[config.mk]
export PLATFORM = sky130hd
export DESIGN_NAME = psc_affine
export DESIGN_NICKNAME = d
export VERILOG_FILES = /design/src/design/assert_macros.svh /design/src/design/psc_pkg.sv /design/src/design/psc_affine.sv
export SDC_FILE = /design/constraint.sdc
export NUM_CORES = 2
export LEC_CHECK = 0
export BUFFER_PORTS_ARGS = -buffer_cell sky130_fd_sc_hd__buf_2
export CORE_MARGIN = 2
export CORE_UTILIZATION = 60
export CTS_CLUSTER_DIAMETER = 100
export DETAILED_ROUTE_END_ITERATION = 12
export MAX_ROUTING_LAYER = met4
export PLACE_DENSITY = 0.86
export SYNTH_ARGS = -nofsm -noshare
export SYNTH_HDL_FRONTEND = slang
export SYNTH_SLANG_ARGS = --single-unit
[constraint.sdc]
create_clock -name clk -period 14 [get_ports clk]
set_input_delay 2.1 -clock clk [delete_from_list [all_inputs] [get_ports clk]]
set_output_delay 2.1 -clock clk [all_outputs]
set_load 0.005 [all_outputs]
[src/design/assert_macros.svh]
// ---------------------------------------------------------------------------
// Assertion macros
// Shared concurrent assertion forms for the calibrator RTL.
// ---------------------------------------------------------------------------
`ifndef ASSERT_MACROS_SVH
`define ASSERT_MACROS_SVH

// Same-cycle implication, disabled while reset is high.
`define ASSERT_IMPLIES(label, clk, rst, ante, cons) \
  label: assert property (@(posedge clk) disable iff (rst) (ante) |-> (cons)) \
    else $error("implication check failed");

// Implication after a fixed number of cycles, disabled while reset is high.
`define ASSERT_DELAYED(label, clk, rst, ante, dly, cons) \
  label: assert property (@(posedge clk) disable iff (rst) (ante) |-> ##(dly) (cons)) \
    else $error("delayed check failed");

`endif

[src/design/psc_pkg.sv]
// ---------------------------------------------------------------------------
// Platt sigmoid calibrator package
// Widths, stage counts, flag bundle and constant tables shared by the RTL.
// ---------------------------------------------------------------------------
package psc_pkg;

  // Field and datapath widths.
  localparam int unsigned MARGIN_W    = 24;  // signed Q8.16
  localparam int unsigned PROB_W      = 16;  // unsigned Q0.16
  localparam int unsigned FRAC_W      = 16;
  localparam int unsigned U_W         = 20;  // |x| below the 16.0 cutoff, Q.16
  localparam int unsigned Q32_W       = 32;
  localparam int unsigned R_W         = U_W + 8;        // u/256 in Q0.32
  localparam int unsigned TERM_W      = R_W;
  localparam int unsigned P_W         = 2 * R_W - Q32_W; // term*r >> 32
  localparam int unsigned SUM_W       = Q32_W + 1;
  localparam int unsigned DEN_W       = Q32_W + 1;
  localparam int unsigned NUM_W       = 50;
  localparam int unsigned QUO_W       = 17;
  localparam int unsigned CFG_INDEX_W = 8;
  localparam int unsigned CFG_DATA_W  = 24;

  // Series and squaring counts.
  localparam int unsigned SERIES_FIRST = 2;
  localparam int unsigned SERIES_LAST  = 6;
  localparam int unsigned SQUARINGS    = 8;

  // Pipeline depth of each section.
  localparam int unsigned AFF_STAGES = 3;
  localparam int unsigned EXP_STAGES = 2 * (SERIES_LAST - SERIES_FIRST + 1) + 1 + SQUARINGS;
  localparam int unsigned DIV_STEPS  = (QUO_W + 1) / 2;
  localparam int unsigned DIV_STAGES = DIV_STEPS + 2;

  // Fixed-point constants.
  localparam logic [SUM_W-1:0]   ONE_Q32   = SUM_W'(1) << Q32_W;
  localparam logic [2*Q32_W-1:0] HALF_LSB  = (2 * Q32_W)'(1) << (Q32_W - 1);
  localparam logic [NUM_W-1:0]   ONE_Q48   = NUM_W'(1) << (Q32_W + FRAC_W);
  localparam logic [PROB_W-1:0]  HALF_Q16  = PROB_W'(1) << (PROB_W - 1);

  // Configuration register indexes.
  typedef enum logic [CFG_INDEX_W-1:0] {
    REG_MODE   = 8'd0,
    REG_COEF_A = 8'd1,
    REG_COEF_B = 8'd2
  } cfg_reg_t;

  // Special-case flags that travel with each item.
  typedef struct packed {
    logic neg;   // argument below zero
    logic zero;  // argument exactly zero
    logic big;   // |argument| at or above 16.0
  } psc_flags_t;

  // floor(2^32 / k) for the series divisors.
  function automatic logic [Q32_W-1:0] recip_q32(input int unsigned k);
    logic [Q32_W-1:0] rcp;
    case (k)
      2: rcp = 32'h8000_0000;
      3: rcp = 32'h5555_5555;
      4: rcp = 32'h4000_0000;
      5: rcp = 32'h3333_3333;
      6: rcp = 32'h2AAA_AAAA;
      default: rcp = 32'hFFFF_FFFF;
    endcase
    return rcp;
  endfunction

endpackage

[src/design/psc_affine.sv]
// ---------------------------------------------------------------------------
// Affine front end
// Forms the sigmoid argument (margin, or -(A*margin+B) saturated) and splits
// it into magnitude and special-case flags over three stages.
// ---------------------------------------------------------------------------
module psc_affine (
  input  logic                                  clk,
  input  logic                                  rst,
  input  logic                                  in_valid,
  input  logic signed [psc_pkg::MARGIN_W-1:0]   margin,
  input  logic                                  mode,
  input  logic signed [psc_pkg::MARGIN_W-1:0]   coef_a,
  input  logic signed [psc_pkg::MARGIN_W-1:0]   coef_b,
  output logic                                  out_valid,
  output logic [psc_pkg::U_W-1:0]               mag,
  output psc_pkg::psc_flags_t                   flags
);
  import psc_pkg::*;

  localparam int unsigned PROD_W = 2 * MARGIN_W;
  localparam int unsigned T_W    = PROD_W - FRAC_W + 1;
  localparam int unsigned X_W    = MARGIN_W + 1;

  logic                       v1;
  logic signed [PROD_W-1:0]   prod;
  logic signed [MARGIN_W-1:0] margin1;
  logic                       mode1;
  logic                       v2;
  logic signed [X_W-1:0]      x;
  logic signed [PROD_W-1:0]   prod_rnd;
  logic signed [T_W-1:0]      t_full;
  logic signed [MARGIN_W-1:0] t_sat;
  logic signed [X_W-1:0]      x_next;
  logic [X_W-1:0]             absx;

  // Stage 1: slope times margin.
  always_ff @(posedge clk) begin
    if (rst) begin
      v1 <= 1'b0;
    end else begin
      v1 <= in_valid;
    end
  end

  always_ff @(posedge clk) begin
    prod    <= coef_a * margin;
    margin1 <= margin;
    mode1   <= mode;
  end

  // Stage 2: round half up, add the offset, saturate and negate.
  assign prod_rnd = prod + 48'sd32768;
  assign t_full   = T_W'(prod_rnd >>> FRAC_W) + T_W'(coef_b);

  always_comb begin
    if (!t_full[T_W-1] && (|t_full[T_W-2:MARGIN_W-1])) begin
      t_sat = {1'b0, {(MARGIN_W-1){1'b1}}};
    end else if (t_full[T_W-1] && !(&t_full[T_W-2:MARGIN_W-1])) begin
      t_sat = {1'b1, {(MARGIN_W-1){1'b0}}};
    end else begin
      t_sat = t_full[MARGIN_W-1:0];
    end
  end

  assign x_next = mode1 ? -X_W'(t_sat) : X_W'(margin1);

  always_ff @(posedge clk) begin
    if (rst) begin
      v2 <= 1'b0;
    end else begin
      v2 <= v1;
    end
  end

  always_ff @(posedge clk) begin
    x <= x_next;
  end

  // Stage 3: magnitude and special-case flags.
  assign absx = x[X_W-1] ? -x : x;

  always_ff @(posedge clk) begin
    if (rst) begin
      out_valid <= 1'b0;
    end else begin
      out_valid <= v2;
    end
  end

  always_ff @(posedge clk) begin
    mag        <= absx[U_W-1:0];
    flags.neg  <= x[X_W-1];
    flags.zero <= (absx == '0);
    flags.big  <= |absx[X_W-1:U_W];
  end

endmodule

* Word level (Yosys, flattened, before mapping)
Cells that the tools add are included.
** Storage, ports and cells
- Input port bits :: 76
- Output and inout bits :: 24
- Flip-flop bits (word level) :: 124
** Operators by class
- Muxes and demuxes :: 4
- Add/subtract/negate cells :: 4
- Multiply operators :: 1
- Reductions and logical operators :: 8
** Operator list (number)
- 25-bit 2-to-1 mux :: 2
- 48-bit by 17-bit adder with 48-bit output (second input constant) :: 1
- 24-bit by 24-bit multiplier with 48-bit output :: 1
- 24-bit 2-to-1 mux :: 2
- 32-bit by 24-bit adder with 33-bit output :: 1
- 25-bit logical NOT :: 1
- 24-bit negation with 25-bit output :: 1
- 25-bit negation :: 1
- 9-bit AND reduction :: 1
- 9-bit OR reduction :: 1
- 5-bit OR reduction :: 1
- 1-bit logical AND :: 2
- 1-bit logical NOT :: 2

* Logic depth before layout (Yosys ltp)
- Depth in word-level cells :: 9
- Depth in mapped cells :: 31
- Gate-level depth less buffers :: 28

* Least setup slack after synthesis
No wires, ideal clock.
- Kind :: input-to-reg
- From :: input port coef_a[23] (netlist bit)
- To :: register prod[46]
- Data arrival time :: 8.558 ns
- Slack :: 5.369 ns
- Required time :: 13.928 ns
- Cell stages on the path :: 24
- Cell sequence :: clkbuf_1 > nand2_1 > inv_1 > fa_1 > inv_1 > fa_1 > inv_1 > fa_1 > fa_1 > fa_1 > fa_1 > fa_1 > ha_1 > and3_1 > and2_1 > a221oi_1 > nand2b_1 > a21oi_1 > a21oi_1 > o21ai_0 > a21oi_1 > o31a_1 > nor2_1 > xnor2_1
** On the way
- Cells in the longest elaborated chain, start to end :: 1
** Ends and longest elaborated chain
- from (decl) :: RTL line psc_affine.sv:12 : input logic signed [psc_pkg::MARGIN_W-1:0] coef_a,
- 24-bit by 24-bit multiplier with 48-bit output :: RTL line psc_affine.sv:46 : prod <= coef_a * margin;
- to (signal assigned) :: RTL line psc_affine.sv:46
- to (decl) :: RTL line psc_affine.sv:25 : logic signed [PROD_W-1:0] prod;
Every way passes these cells.
A chain may end at the register's enable or synchronous reset.

* Worst setup path after layout
Ends and elaborated chain as after synthesis.

==> qor.json <==
{
  "crit_required": {"value": 14.30, "unit": "ns"},
  "fin_skew": {"value": 0.0143, "unit": "ns"},
  "core_region_area": {"value": 0.0434, "unit": "sq mm"},
  "route.detailed.wl_per_inst": {"value": 19.9, "unit": "microns"},
  "die_boundary_width": {"value": 214, "unit": "microns"},
  "n_antenna_cell": {"value": 0},
  "synthesis.area_per_instance": {"value": 9.17, "unit": "sq um"},
  "dieHeight": {"value": 214, "unit": "microns"},
  "grt_usage": {"value": 32.7, "unit": "%"},
  "via_per_inst": {"value": 5.80},
  "synthCells": {"value": 2889},
  "worst-setup-path-type": {"value": "input pin to flip-flop"},
  "antenna_found_initial": {"value": 1},
  "starting_density_of_the_core": {"value": 61.1, "unit": "%"},
  "synthArstFlopShare": {"value": 0, "unit": "%"},
  "syn-cell-area": {"value": 0.0265, "unit": "sq mm"},
  "ys_ff_latch": {"value": 109},
  "final.period_utilization": {"value": 64.8, "unit": "%"},
  "design.die.area": {"value": 0.0458, "unit": "sq mm"},
  "synth_ff_type": {"value": "sky130_fd_sc_hd__dfxtp_1"},
  "grt_start_max_net_pins": {"value": 26},
  "worstPathArrival": {"value": 9.38, "unit": "ns"},
  "synth_simple_gate_area_share": {"value": 17.0, "unit": "%"},
  "dr_total_vias": {"value": 20200},
  "multiplexer_area_fraction_after_synthesis": {"value": 0.213, "unit": "%"},
  "run_status": {"value": "complete, no violations"},
  "cts_hold_repair.buffers": {"value": 0},
  "insertion_delay": {"value": 0.37, "unit": "ns"},
  "drt_first_iter_violations": {"value": 1528},
  "timing.fmax": {"value": 0.110, "unit": "GHz"},
  "grt_pass1_vias": {"value": 22700},
  "drv_cap": {"value": 0},
  "layout.cells.most_common": {"value": "sky130_fd_sc_hd__inv_1"},
  "synth-xor-area-share": {"value": 3.97, "unit": "%"},
  "worst-path-max-fanout": {"value": 24},
  "synth_edf_count": {"value": 0},
  "detail_route.wirelength": {"value": 69100, "unit": "microns"},
  "area.sequential": {"value": 0.00218, "unit": "sq mm"},
  "ant_nets": {"value": 0},
  "final-setup-viol-count": {"value": 0},
  "min-delay-path-class": {"value": "flip-flop to flip-flop"},
  "std_cell_rows": {"value": 76},
  "gp_congestion": {"value": 0.972},
  "cts_bufs_inserted": {"value": 9},
  "layout-area-overhead-vs-synth": {"value": 4.20, "unit": "%"},
  "dp.final_hpwl": {"value": 56000, "unit": "microns"},
  "cts.clk_slew.worst_paths": {"value": 0.08, "unit": "ns"},
  "cts_resized": {"value": 0},
  "n_fill_cell": {"value": 3400},
  "final.setup.tns": {"value": 0, "unit": "ns"},
  "multiInputGateArea": {"value": 0.0215, "unit": "sq mm"},
  "yosysWarnings": {"value": 0},
  "timing.final.hold_violations": {"value": 0},
  "timing_worst_slew_pin_value": {"value": 1.11, "unit": "ns"},
  "tritoncts_clock_tree": {"value": "yes"},
  "globalRouteOverflowTotal": {"value": 0},
  "cts.root.buffer_cell": {"value": "sky130_fd_sc_hd__clkbuf_16"},
  "reg2regPathDepth": {"value": 28},
  "synthAdderAreaFrac": {"value": 53.7, "unit": "%"},
  "port-buffer-count": {"value": 99},
  "cts.htree.levels": {"value": 3},
  "io-pin-count": {"value": 100},
  "clkSinkCount": {"value": 109},
  "finalCriticalPeriod": {"value": 9.08, "unit": "ns"},
  "timing.final.ws_setup": {"value": 4.92, "unit": "ns"},
  "layout-drive-gt1-share": {"value": 4.78, "unit": "%"},
  "worst_setup_slack_after_placement": {"value": 4.58, "unit": "ns"},
  "post_synth_cell_types": {"value": 75},
  "rsz0062_at_grt": {"value": "no"},
  "crit_path_end_kind": {"value": "flip-flop"},
  "slew_headroom": {"value": 25.3, "unit": "%"},
  "synth-compound-area-share": {"value": 6.47, "unit": "%"},
  "placed_cells_incl_taps": {"value": 3458},
  "dr.pass1.iters": {"value": 6},
  "combinational_family_with_the_most_area_after_synthesis": {"value": "adder cells"},
  "final_nets": {"value": 3732},
  "mostFrequentLayoutCells": {"value": "sky130_fd_sc_hd__inv_1 (614), sky130_fd_sc_hd__fa_1 (607), sky130_fd_sc_hd__nand2_1 (352)"},
  "synthesis.nets": {"value": 3737},
  "drv_slew": {"value": 0},
  "timing.hold.worst_path_depth": {"value": 0},
  "route.detailed.drc": {"value": 0},
  "global_route_wire_length_before_repair": {"value": 115000, "unit": "microns"},
  "final_cells": {"value": 3474},
  "start_kind": {"value": "input pin"},
  "post_cts_setup_buffer_count": {"value": 0},
  "sequential_area_share_after_synthesis": {"value": 8.24, "unit": "%"},
  "clk_path_buf_depth": {"value": 2}
}
-- Yosys cell counts, types with 6 or more instances --
master                      number  area share, %
sky130_fd_sc_hd__inv_1         614            8.7
sky130_fd_sc_hd__fa_1          607             46
sky130_fd_sc_hd__nand2_1       352            5.0
sky130_fd_sc_hd__and2_1        283            6.7
sky130_fd_sc_hd__ha_1          165            7.8
sky130_fd_sc_hd__clkbuf_1      115            1.6
sky130_fd_sc_hd__dfxtp_1       109            8.2
sky130_fd_sc_hd__nor2_1         94            1.3
sky130_fd_sc_hd__xnor2_1        90            3.0
sky130_fd_sc_hd__a21oi_1        61            1.2
sky130_fd_sc_hd__o21ai_0        49           0.93
sky130_fd_sc_hd__nand3_1        35           0.66
sky130_fd_sc_hd__xor2_1         30           0.99
sky130_fd_sc_hd__nor3_1         27           0.51
sky130_fd_sc_hd__nand2b_1       26           0.61
sky130_fd_sc_hd__a21o_1         18           0.51
sky130_fd_sc_hd__and3_1         16           0.38
sky130_fd_sc_hd__nand4_1        15           0.35
sky130_fd_sc_hd__o2bb2ai_1      14           0.46
sky130_fd_sc_hd__nor2b_1        13           0.31
sky130_fd_sc_hd__o211ai_1       12           0.34
sky130_fd_sc_hd__a31oi_1        11           0.26
sky130_fd_sc_hd__o21a_1         10           0.28
sky130_fd_sc_hd__a211oi_1        8           0.23
sky130_fd_sc_hd__o31ai_1         8           0.23
sky130_fd_sc_hd__nor4_1          7           0.17
sky130_fd_sc_hd__or3_1           7           0.17
sky130_fd_sc_hd__a2111oi_0       6           0.20
sky130_fd_sc_hd__o21bai_1        6           0.17
sky130_fd_sc_hd__o32ai_1         6           0.20
-- kinds of logic after synthesis --
group / count (synthesis)
xor+xnor: 120
buf+inv: 731
simple gates: 901
mux: 5
compound gates: 251
fa+ha+maj: 772
flops: 109
-- worst paths after layout --
check	start	to	slack, ns
max	coef_a[23]	prod[46]	4.92
min	x[0]	mag[0]	0.40
max reg2reg	prod[17]	x[18]	6.18
min reg2reg	x[0]	mag[0]	0.40
-- per-stage QoR --
step | util [%] | hold slack, ns | area [sq um]
floorplan | - | 0.345 | 26500
global placement | 62.9 | 0.379 | 27300
detailed placement | 62.9 | 0.383 | 27300
CTS | 63.6 | 0.398 | 27600
global route | 63.6 | 0.404 | 27600
finish | 63.6 | 0.402 | 27600
-- sequential cells by signal (all words and copies together) (netlist names) --
register and count:
flags 3, prod 33, out_valid 1, x 25, mag 20, v2 1
mode1 1, margin1 24, v1 1
-- cell type report --
| class | instances | area share (%) |
|---|---|---|
| clock buffer | 9 | 0.816 |
| multi-input combinational | 2049 | 78.1 |
| clock inverter | 7 | 0.340 |
| sequential | 109 | 7.91 |
| timing repair buffer | 101 | 1.85 |
| inverter | 614 | 8.35 |
| tap | 585 | 2.65 |
-- critical path: stages --
cell and delay [ns]:
sky130_fd_sc_hd__buf_2 0.25, sky130_fd_sc_hd__nand2_1 0.19, sky130_fd_sc_hd__inv_1 0.11, sky130_fd_sc_hd__fa_1 0.63, sky130_fd_sc_hd__inv_1 0.13, sky130_fd_sc_hd__fa_1 0.77
sky130_fd_sc_hd__inv_1 0.16, sky130_fd_sc_hd__fa_1 0.53, sky130_fd_sc_hd__fa_1 0.47, sky130_fd_sc_hd__fa_1 0.58, sky130_fd_sc_hd__fa_1 0.43, sky130_fd_sc_hd__fa_1 0.46
sky130_fd_sc_hd__ha_1 0.33, sky130_fd_sc_hd__and3_1 0.19, sky130_fd_sc_hd__and2_1 0.17, sky130_fd_sc_hd__a221oi_1 0.35, sky130_fd_sc_hd__nand2b_1 0.12, sky130_fd_sc_hd__a21oi_1 0.20
sky130_fd_sc_hd__a21oi_1 0.15, sky130_fd_sc_hd__o21ai_0 0.28, sky130_fd_sc_hd__a21oi_1 0.19, sky130_fd_sc_hd__o31a_1 0.33, sky130_fd_sc_hd__nor2_1 0.12, sky130_fd_sc_hd__xnor2_1 0.13
-- layer usage --
layer | part of all wire (%) | vias to the layer above | global-route usage [%]
li1 | - | 8712 | -
met1 | 36 | 10200 | 38.5
met2 | 50 | 1013 | 55.3
met3 | 8.0 | 275 | 4.58
met4 | 6.1 | 0 | 16.5
met5 | 0 | - | -
Power is not shown: default switching activity piles up to over one toggle a cycle in this logic, so the estimate is an artifact.
