**config.mk**
```make
export PLATFORM = sky130hd
export DESIGN_NAME = psc_div
export DESIGN_NICKNAME = d
export VERILOG_FILES = /design/src/design/psc_pkg.sv /design/src/design/psc_div.sv
export VERILOG_INCLUDE_DIRS = /design/src /design/src/design
export SDC_FILE = /design/constraint.sdc
export NUM_CORES = 2
export LEC_CHECK = 0
export CAP_MARGIN = 20
export CORE_ASPECT_RATIO = 1.5
export CORE_UTILIZATION = 62
export DETAILED_ROUTE_END_ITERATION = 16
export DONT_BUFFER_PORTS = 1
export PLACE_DENSITY = 0.83
export SLEW_MARGIN = 10
export SYNTH_ARGS = -nofsm -noshare
export SYNTH_HDL_FRONTEND = slang
export SYNTH_SLANG_ARGS = --single-unit
```
**constraint.sdc**
```tcl
create_clock -name clk -period 21.8 [get_ports clk]
set_input_delay 0 -clock clk [delete_from_list [all_inputs] [get_ports clk]]
set_output_delay 0 -clock clk [all_outputs]
set_load 0.005 [all_outputs]
```
**src/design/assert_macros.svh**
```systemverilog
// ---------------------------------------------------------------------------
// Assertion macros
// Shared concurrent assertion forms for the calibrator RTL.
// ---------------------------------------------------------------------------
`ifndef ASSERT_MACROS_SVH
`define ASSERT_MACROS_SVH

// Same-cycle implication, disabled while reset is high.
`define ASSERT_IMPLIES(label, clk, rst, ante, cons) \
  label: assert property (@(posedge clk) disable iff (rst) (ante) |-> (cons)) \
    else $error("implication check failed");

// Implication after a fixed number of cycles, disabled while reset is high.
`define ASSERT_DELAYED(label, clk, rst, ante, dly, cons) \
  label: assert property (@(posedge clk) disable iff (rst) (ante) |-> ##(dly) (cons)) \
    else $error("delayed check failed");

`endif

```
**src/design/psc_pkg.sv**
```systemverilog
// ---------------------------------------------------------------------------
// Platt sigmoid calibrator package
// Widths, stage counts, flag bundle and constant tables shared by the RTL.
// ---------------------------------------------------------------------------
package psc_pkg;

  // Field and datapath widths.
  localparam int unsigned MARGIN_W    = 24;  // signed Q8.16
  localparam int unsigned PROB_W      = 16;  // unsigned Q0.16
  localparam int unsigned FRAC_W      = 16;
  localparam int unsigned U_W         = 20;  // |x| below the 16.0 cutoff, Q.16
  localparam int unsigned Q32_W       = 32;
  localparam int unsigned R_W         = U_W + 8;        // u/256 in Q0.32
  localparam int unsigned TERM_W      = R_W;
  localparam int unsigned P_W         = 2 * R_W - Q32_W; // term*r >> 32
  localparam int unsigned SUM_W       = Q32_W + 1;
  localparam int unsigned DEN_W       = Q32_W + 1;
  localparam int unsigned NUM_W       = 50;
  localparam int unsigned QUO_W       = 17;
  localparam int unsigned CFG_INDEX_W = 8;
  localparam int unsigned CFG_DATA_W  = 24;

  // Series and squaring counts.
  localparam int unsigned SERIES_FIRST = 2;
  localparam int unsigned SERIES_LAST  = 6;
  localparam int unsigned SQUARINGS    = 8;

  // Pipeline depth of each section.
  localparam int unsigned AFF_STAGES = 3;
  localparam int unsigned EXP_STAGES = 2 * (SERIES_LAST - SERIES_FIRST + 1) + 1 + SQUARINGS;
  localparam int unsigned DIV_STEPS  = (QUO_W + 1) / 2;
  localparam int unsigned DIV_STAGES = DIV_STEPS + 2;

  // Fixed-point constants.
  localparam logic [SUM_W-1:0]   ONE_Q32   = SUM_W'(1) << Q32_W;
  localparam logic [2*Q32_W-1:0] HALF_LSB  = (2 * Q32_W)'(1) << (Q32_W - 1);
  localparam logic [NUM_W-1:0]   ONE_Q48   = NUM_W'(1) << (Q32_W + FRAC_W);
  localparam logic [PROB_W-1:0]  HALF_Q16  = PROB_W'(1) << (PROB_W - 1);

  // Configuration register indexes.
  typedef enum logic [CFG_INDEX_W-1:0] {
    REG_MODE   = 8'd0,
    REG_COEF_A = 8'd1,
    REG_COEF_B = 8'd2
  } cfg_reg_t;

  // Special-case flags that travel with each item.
  typedef struct packed {
    logic neg;   // argument below zero
    logic zero;  // argument exactly zero
    logic big;   // |argument| at or above 16.0
  } psc_flags_t;

  // floor(2^32 / k) for the series divisors.
  function automatic logic [Q32_W-1:0] recip_q32(input int unsigned k);
    logic [Q32_W-1:0] rcp;
    case (k)
      2: rcp = 32'h8000_0000;
      3: rcp = 32'h5555_5555;
      4: rcp = 32'h4000_0000;
      5: rcp = 32'h3333_3333;
      6: rcp = 32'h2AAA_AAAA;
      default: rcp = 32'hFFFF_FFFF;
    endcase
    return rcp;
  endfunction

endpackage

```
**src/design/psc_div.sv**
```systemverilog
// ---------------------------------------------------------------------------
// Probability divider
// Rounded quotient 2^48/(2^32+e) or e*2^16/(2^32+e) by pipelined restoring
// division, two quotient bits per stage and one in the last, then special cases and saturation.
// ---------------------------------------------------------------------------
`include "assert_macros.svh"

module psc_div (
  input  logic                          clk,
  input  logic                          rst,
  input  logic                          in_valid,
  input  logic [psc_pkg::Q32_W-1:0]     e,
  input  psc_pkg::psc_flags_t           in_flags,
  output logic                          done,
  output logic [psc_pkg::PROB_W-1:0]    probability
);
  import psc_pkg::*;

  logic [DEN_W-1:0]  den_in;
  logic [NUM_W-1:0]  num_in;
  logic [PROB_W-1:0] prob_next;

  // Division pipeline registers; entry 0 is the setup stage.
  logic              rv   [0:DIV_STEPS];
  logic [NUM_W-1:0]  rrem [0:DIV_STEPS];
  logic [DEN_W-1:0]  rden [0:DIV_STEPS];
  logic [QUO_W-1:0]  rq   [0:DIV_STEPS];
  psc_flags_t        rf   [0:DIV_STEPS];

  // Setup: denominator and rounded numerator.
  assign den_in = {1'b1, e};
  assign num_in = in_flags.neg ? (NUM_W'(e) << FRAC_W) + NUM_W'(den_in >> 1)
                               : ONE_Q48 + NUM_W'(den_in >> 1);

  always_ff @(posedge clk) begin
    if (rst) begin
      rv[0] <= 1'b0;
    end else begin
      rv[0] <= in_valid;
    end
  end

  always_ff @(posedge clk) begin
    rrem[0] <= num_in;
    rden[0] <= den_in;
    rq[0]   <= '0;
    rf[0]   <= in_flags;
  end

  // Restoring steps, most significant quotient bits first.
  for (genvar j = 0; j < DIV_STEPS; j++) begin : g_step
    localparam int HI = QUO_W - 1 - 2 * j;
    localparam int LO = HI - 1;

    logic [NUM_W-1:0] dsh_hi;
    logic             bit_hi;
    logic [NUM_W-1:0] rem_a;
    logic [NUM_W-1:0] rem_b;
    logic [QUO_W-1:0] q_upd;

    assign dsh_hi = NUM_W'(rden[j]) << HI;
    assign bit_hi = rrem[j] >= dsh_hi;
    assign rem_a  = bit_hi ? rrem[j] - dsh_hi : rrem[j];

    if (LO >= 0) begin : g_two
      logic [NUM_W-1:0] dsh_lo;
      logic             bit_lo;

      assign dsh_lo = NUM_W'(rden[j]) << LO;
      assign bit_lo = rem_a >= dsh_lo;
      assign rem_b  = bit_lo ? rem_a - dsh_lo : rem_a;
      assign q_upd  = rq[j] | (QUO_W'(bit_hi) << HI) | (QUO_W'(bit_lo) << LO);
    end else begin : g_one
      assign rem_b  = rem_a;
      assign q_upd  = rq[j] | (QUO_W'(bit_hi) << HI);
    end

    always_ff @(posedge clk) begin
      if (rst) begin
        rv[j+1] <= 1'b0;
      end else begin
        rv[j+1] <= rv[j];
      end
    end

    always_ff @(posedge clk) begin
      rrem[j+1] <= rem_b;
      rden[j+1] <= rden[j];
      rq[j+1]   <= q_upd;
      rf[j+1]   <= rf[j];
    end
  end

  // Output: large and zero arguments bypass the quotient; saturate at full scale.
  always_comb begin
    if (rf[DIV_STEPS].big) begin
      prob_next = rf[DIV_STEPS].neg ? '0 : '1;
    end else if (rf[DIV_STEPS].zero) begin
      prob_next = HALF_Q16;
    end else if (|rq[DIV_STEPS][QUO_W-1:PROB_W]) begin
      prob_next = '1;
    end else begin
      prob_next = rq[DIV_STEPS][PROB_W-1:0];
    end
  end

  always_ff @(posedge clk) begin
    if (rst) begin
      done <= 1'b0;
    end else begin
      done <= rv[DIV_STEPS];
    end
  end

  always_ff @(posedge clk) begin
    probability <= prob_next;
  end

  // After the last step the remainder must lie below the denominator.
  `ASSERT_IMPLIES(a_div_rem_below_den, clk, rst, rv[DIV_STEPS], rrem[DIV_STEPS] < NUM_W'(rden[DIV_STEPS]))

endmodule

```
======== Word-level counts from Yosys, hierarchy flattened ========
Memories as Yosys holds them, arrays and structs flattened. A register that Yosys moved wholly into a read port is not among the register bits.
Cells that the tools add are included.
storage, ports and cells
  bits in registers ....................... 16
  bits in latches ......................... 0
  memory bits (writable) .................. 1040
  memory bits (read-only) ................. 0
  output and inout bits ................... 17
  logic and storage cells ................. 104
  memories kept ........................... 5
cells by class
  add/subtract/negate cells ............... 19
  multiply operators ...................... 0
  div/mod/pow operators ................... 0
  $lt $le $gt $ge ......................... 17
  eq/ne operators ......................... 0
  shift-type cells ........................ 0
  multiplexer cells ....................... 35
  bitwise logic cells ..................... 27
  reduce and logical (&&, ||, !) cells .... 0
memories
  name  words  bits a word  read ports  clocked after memory_dff  write ports  line           source
  rrem  10     50           9           0                         10           psc_div.sv:25  logic [NUM_W-1:0] rrem [0:DIV_STEPS];
  rden  10     33           9           0                         10           psc_div.sv:26  logic [DEN_W-1:0] rden [0:DIV_STEPS];
  rq    10     17           10          0                         10           psc_div.sv:27  logic [QUO_W-1:0] rq [0:DIV_STEPS];
  rf    10     3            10          0                         10           psc_div.sv:28  psc_flags_t rf [0:DIV_STEPS];
  rv    10     1            10          1                         10           psc_div.sv:24  logic rv [0:DIV_STEPS];
operator list
  kind                                                             count
  50-bit 2-to-1 mux                                                18
  16-bit 2-to-1 mux                                                4
  49-bit by 32-bit adder with 50-bit output, first input constant  1
  50-bit by 33-bit >= comparator with 1-bit output                 1
  50-bit by 34-bit >= comparator with 1-bit output                 1
  50-bit by 35-bit >= comparator with 1-bit output                 1
  50-bit by 36-bit >= comparator with 1-bit output                 1
  50-bit by 37-bit >= comparator with 1-bit output                 1
  50-bit by 38-bit >= comparator with 1-bit output                 1
  50-bit by 39-bit >= comparator with 1-bit output                 1
  50-bit by 40-bit >= comparator with 1-bit output                 1
  50-bit by 41-bit >= comparator with 1-bit output                 1
  50-bit by 42-bit >= comparator with 1-bit output                 1
  50-bit by 43-bit >= comparator with 1-bit output                 1
  50-bit by 44-bit >= comparator with 1-bit output                 1
  50-bit by 45-bit >= comparator with 1-bit output                 1
  50-bit by 46-bit >= comparator with 1-bit output                 1
  50-bit by 47-bit >= comparator with 1-bit output                 1
  50-bit by 48-bit >= comparator with 1-bit output                 1
  50-bit by 49-bit >= comparator with 1-bit output                 1
  50-bit by 33-bit subtractor with 50-bit output                   1
  50-bit by 34-bit subtractor with 50-bit output                   1
  50-bit by 35-bit subtractor with 50-bit output                   1
  50-bit by 36-bit subtractor with 50-bit output                   1
  33 further kinds                                                 54

======== Longest topological paths before layout ========
An unclocked memory read counts as a cell.
  depth in word-level cells ............... 5
  mapped depth ............................ 34
  mapped depth without buffers ............ 30

======== Worst setup path before layout ========
Ideal clock, no wire load.
  path kind ............................... reg2reg
  from .................................... mem rrem[1][14]
  to ...................................... mem rrem[2][36]
  library setup time ...................... 0.132 ns
  arrival ................................. 6.925 ns
  slack ................................... 14.743 ns
  stages on the path, launching flop included .. 34
  path buffers ............................ 5
  cell sequence ........................... dfxtp_1 -> inv_1 -> ha_1 -> inv_1 -> fa_1 -> a21o_1 -> a221oi_1 -> a21oi_1 -> o311ai_0 -> o211ai_1 -> a41oi_1 -> o41ai_1 -> clkbuf_1 -> clkbuf_1 -> clkbuf_1 -> nor2_1 -> a21oi_1 -> ha_1 -> a211o_1 -> and2_1 -> or2_2 -> a2111oi_0 -> o31a_1 -> o2bb2ai_1 -> o31ai_1 -> nor3_1 -> o21a_1 -> o41a_1 -> and3_1 -> inv_1 -> buf_2 -> clkbuf_1 -> nor2_1 -> a21oi_1
RTL lines
  item                line
  start: declaration  psc_div.sv:25

==> results.py <==
metrics = {
    "run_status": {
        "outcome": "finished, final reports clean",
    },
    "critical_path": {
        "r2r_cells": 28,
        "path_depth": 28,
        "r2r_end": "rrem[3][17]$_DFF_P_",
        "startpoint": "rrem[2][12]$_DFF_P_",
        "cp_slowest_cell": "a2111o_2",
        "r2r_slack_ps": 12600,
        "cp-endpoint": "rrem[3][17]$_DFF_P_",
        "start_kind": "flop",
        "worstSetupPathType": "flop to flop",
        "r2r-start": "rrem[2][12]$_DFF_P_",
        "critPathBufInv": 5,
        "crit_family": "compound AO/OA/AOI/OAI gates",
        "cp.arrival_ps": 9820,
        "worst-path-max-fanout": 60,
        "end_kind": "flop",
        "cp.required_ps": 22420,
        "cp_slowest_stage_delay_ps": 890,
    },
    "place": {
        "portBuffers": 0,
        "routabilityCongestion": 1.06,
        "placed_area_um2": 55300,
        "dpl.hpwl_um": 135000,
    },
    "clocking": {
        "clk_path_buf_depth": 3,
        "clk_transition_reported_paths_ps": 70,
        "ctsResizeCount": 0,
        "htree_levels": 3,
        "clock-sinks": 803,
        "cts_root_buf": "clkbuf_16",
        "cts_tree": "yes",
        "clock_latency_ps": 740,
        "cts_made_buffers": 80,
    },
    "die": {
        "fp-row-count": 132,
        "fp.coreArea_um2": 86400,
        "start_util_pct": 62.7,
        "die_h_um": 364,
        "die_area_um2": 88600,
        "fp.dieW_um": 243,
        "ios": 55,
    },
    "global_routing": {
        "antenna_found_initial": 9,
        "grt_use_total_pct": 37.4,
        "grt_pass1_wl_um": 259000,
        "first_global_vias": 50463,
        "gr-total-overflow": 0,
        "grt_max_degree": 71,
    },
    "logic_synthesis": {
        "syn-num-nets": 7246,
        "synthFlopType": "dfxtp_1",
        "synth_edf_count": 0,
        "yosys_register_bits": 803,
        "synth_most_common_cell": "dfxtp_1",
        "yosys-top-cells-count": "dfxtp_1 (803), a21oi_1 (646), nor2_1 (568)",
        "synth.yosys.warnings": 0,
        "synth_area_per_cell_um2": 8.17,
        "ys_seq_area_share_pct": 29.7,
        "ys_types": 105,
        "yosys-top-cells-area": "dfxtp_1 (30%), ha_1 (13%), xnor2_1 (6.1%)",
        "synth_area_um2": 54200,
        "synthCells": 6632,
        "synth_top_cell_by_area": "dfxtp_1",
        "yosysTopAreaCellShare_pct": 29.7,
        "ys_async_sr_fraction_pct": 0,
    },
    "sta": {
        "layout_min_cycle_time_ps": 9200,
        "fin_setup_tns_ps": 0,
        "post-route-period-util_pct": 42.2,
        "tightest_slew_ps": 1220,
        "hold_violations": 0,
        "rsz0062_at_grt": "false",
        "maxSlewViolCount": 0,
        "max_freq_mhz": 109,
        "relSlewSlack_pct": 18.1,
        "skew_ps": 47.4,
        "setup_viol": 0,
    },
    "route": {
        "drc": 0,
        "routed_wl_um": 168000,
        "vias": 48469,
        "initialDrtViolationCount": 2420,
        "wl_per_cell_um": 21.4,
        "dr.pass1.iters": 5,
        "viasPerCell": 6.17,
        "drtAntennaViolNets": 0,
    },
    "cells_and_area": {
        "multi_input_area_um2": 35800,
        "drive_above_1_share_pct": 5.93,
        "syn_to_final_growth_pct": 8.36,
        "final_area_um2": 58700,
        "fillers": 7155,
        "layout.nets": 7260,
        "seq_area_um2": 16100,
    },
    "power": {
        "p_per_area_nw_per_um2": 200,
        "total_power_w": 0.0117,
        "p_leak_nw": 26.2,
        "ir_drop_uv": 119,
    },
    "flow_run": {
        "cap_violations": 0,
    },
    "min_path": {
        "hold_class": "input pin to flop",
    },
}
-- sequential cells by signal (all words and copies together), names as in the netlist --
name         flops
rf              30
done             1
rv              10
rq              89
rrem           449
probability     16
rden           208
-- area by class of cell --
| class | instances | share of cell area, % |
|---|---|---|
| antenna | 8 | 0.0341 |
| clock buffer | 95 | 3.63 |
| clock inverter | 47 | 1.22 |
| inverter | 454 | 2.90 |
| multi-input combinational | 5218 | 61.0 |
| sequential | 803 | 27.4 |
| tap | 1139 | 2.43 |
| timing repair buffer | 89 | 1.38 |
-- power by group --
group	switching [W]	leakage [nW]	internal, W	total (W)
clock network	0.000638	1.38	0.000854	0.00149
registers	0.000287	6.75	0.00195	0.00223
logic	0.00459	18.1	0.00342	0.00801
total	0.00551	26.2	0.00623	0.0117
-- layer usage --
metal | vias up | routed length [µm] | GRT usage, %
met3 | 832 | 6730 | 6.43
met4 | 4 | 24100 | 46.6
met1 | 22480 | 50600 | 28.1
met2 | 1460 | 86800 | 71.9
met5 | - | 24 | 0
li1 | 23693 | - | -
-- worst min-delay path by stage --
stage,start,to,cells past startpoint
global route,e[31],rden[0][31]$_DFF_P_,1
global placement,in_flags[0],rf[0][0]$_DFF_P_,0
floorplan,e[0],rden[0][0]$_DFF_P_,0
finish,e[15],rrem[0][47]$_SDFF_PN0_,5
detailed placement,in_flags[0],rf[0][0]$_DFF_P_,0
CTS,e[15],rrem[0][33]$_SDFF_PN0_,5
-- worst min-delay path, cell delays in order --
cell	delay (ps)
nor3_1	40
nand3_1	350
nand4_1	170
xor2_1	140
nor2_1	50
-- through the flow --
stage | setup slack [ps] | hold WS (ps) | util (%) | cells
5_1_grt | 12020 | 57.0 | 68.0 | 7853
3_3_place_gp | 12880 | 27.8 | 64.0 | 7644
6_report | 12600 | 50.1 | 68.0 | 7853
3_5_place_dp | 12720 | 27.8 | 64.0 | 7645
2_1_floorplan | 14740 | 27.7 | - | 6632
4_1_cts | 12690 | 4.58 | 67.9 | 7844
-- what timing repair did --
item / in CTS / in global routing
setup buffers: 0 / 0
endpoints found under the hold margin: 79 / 0
hold buffers: 57 / 0
-- cells by family after synthesis --
| group | share of synthesized area, % |
|---|---|
| buf+inv | 4.38 |
| mux | 3.45 |
| compound gates | 22.0 |
| flops | 29.7 |
| xor+xnor | 9.05 |
| simple gates | 17.9 |
| fa+ha+maj | 13.5 |
-- cells in the final DEF (no fill, tap or decap), types with 41 or more instances in the layout --
master	count
dlygate4sd3_1	57
and2_1	46
nand3_1	143
nand2b_1	93
a31oi_1	51
o31ai_1	53
nor3_1	119
xnor2_1	377
nand2_1	554
dfxtp_1	803
xor2_1	179
clkbuf_16	80
a21oi_1	646
o21a_1	70
mux2_2	139
o211ai_1	42
ha_1	559
nand4_1	106
nor2_1	566
and3_1	52
inv_1	447
o21ai_0	402
nor4_1	50
a211oi_1	58
o21bai_1	69
or3_1	41
a21o_1	259
nor2b_1	87
No activity file was read; power rests on OpenSTA's default activity.
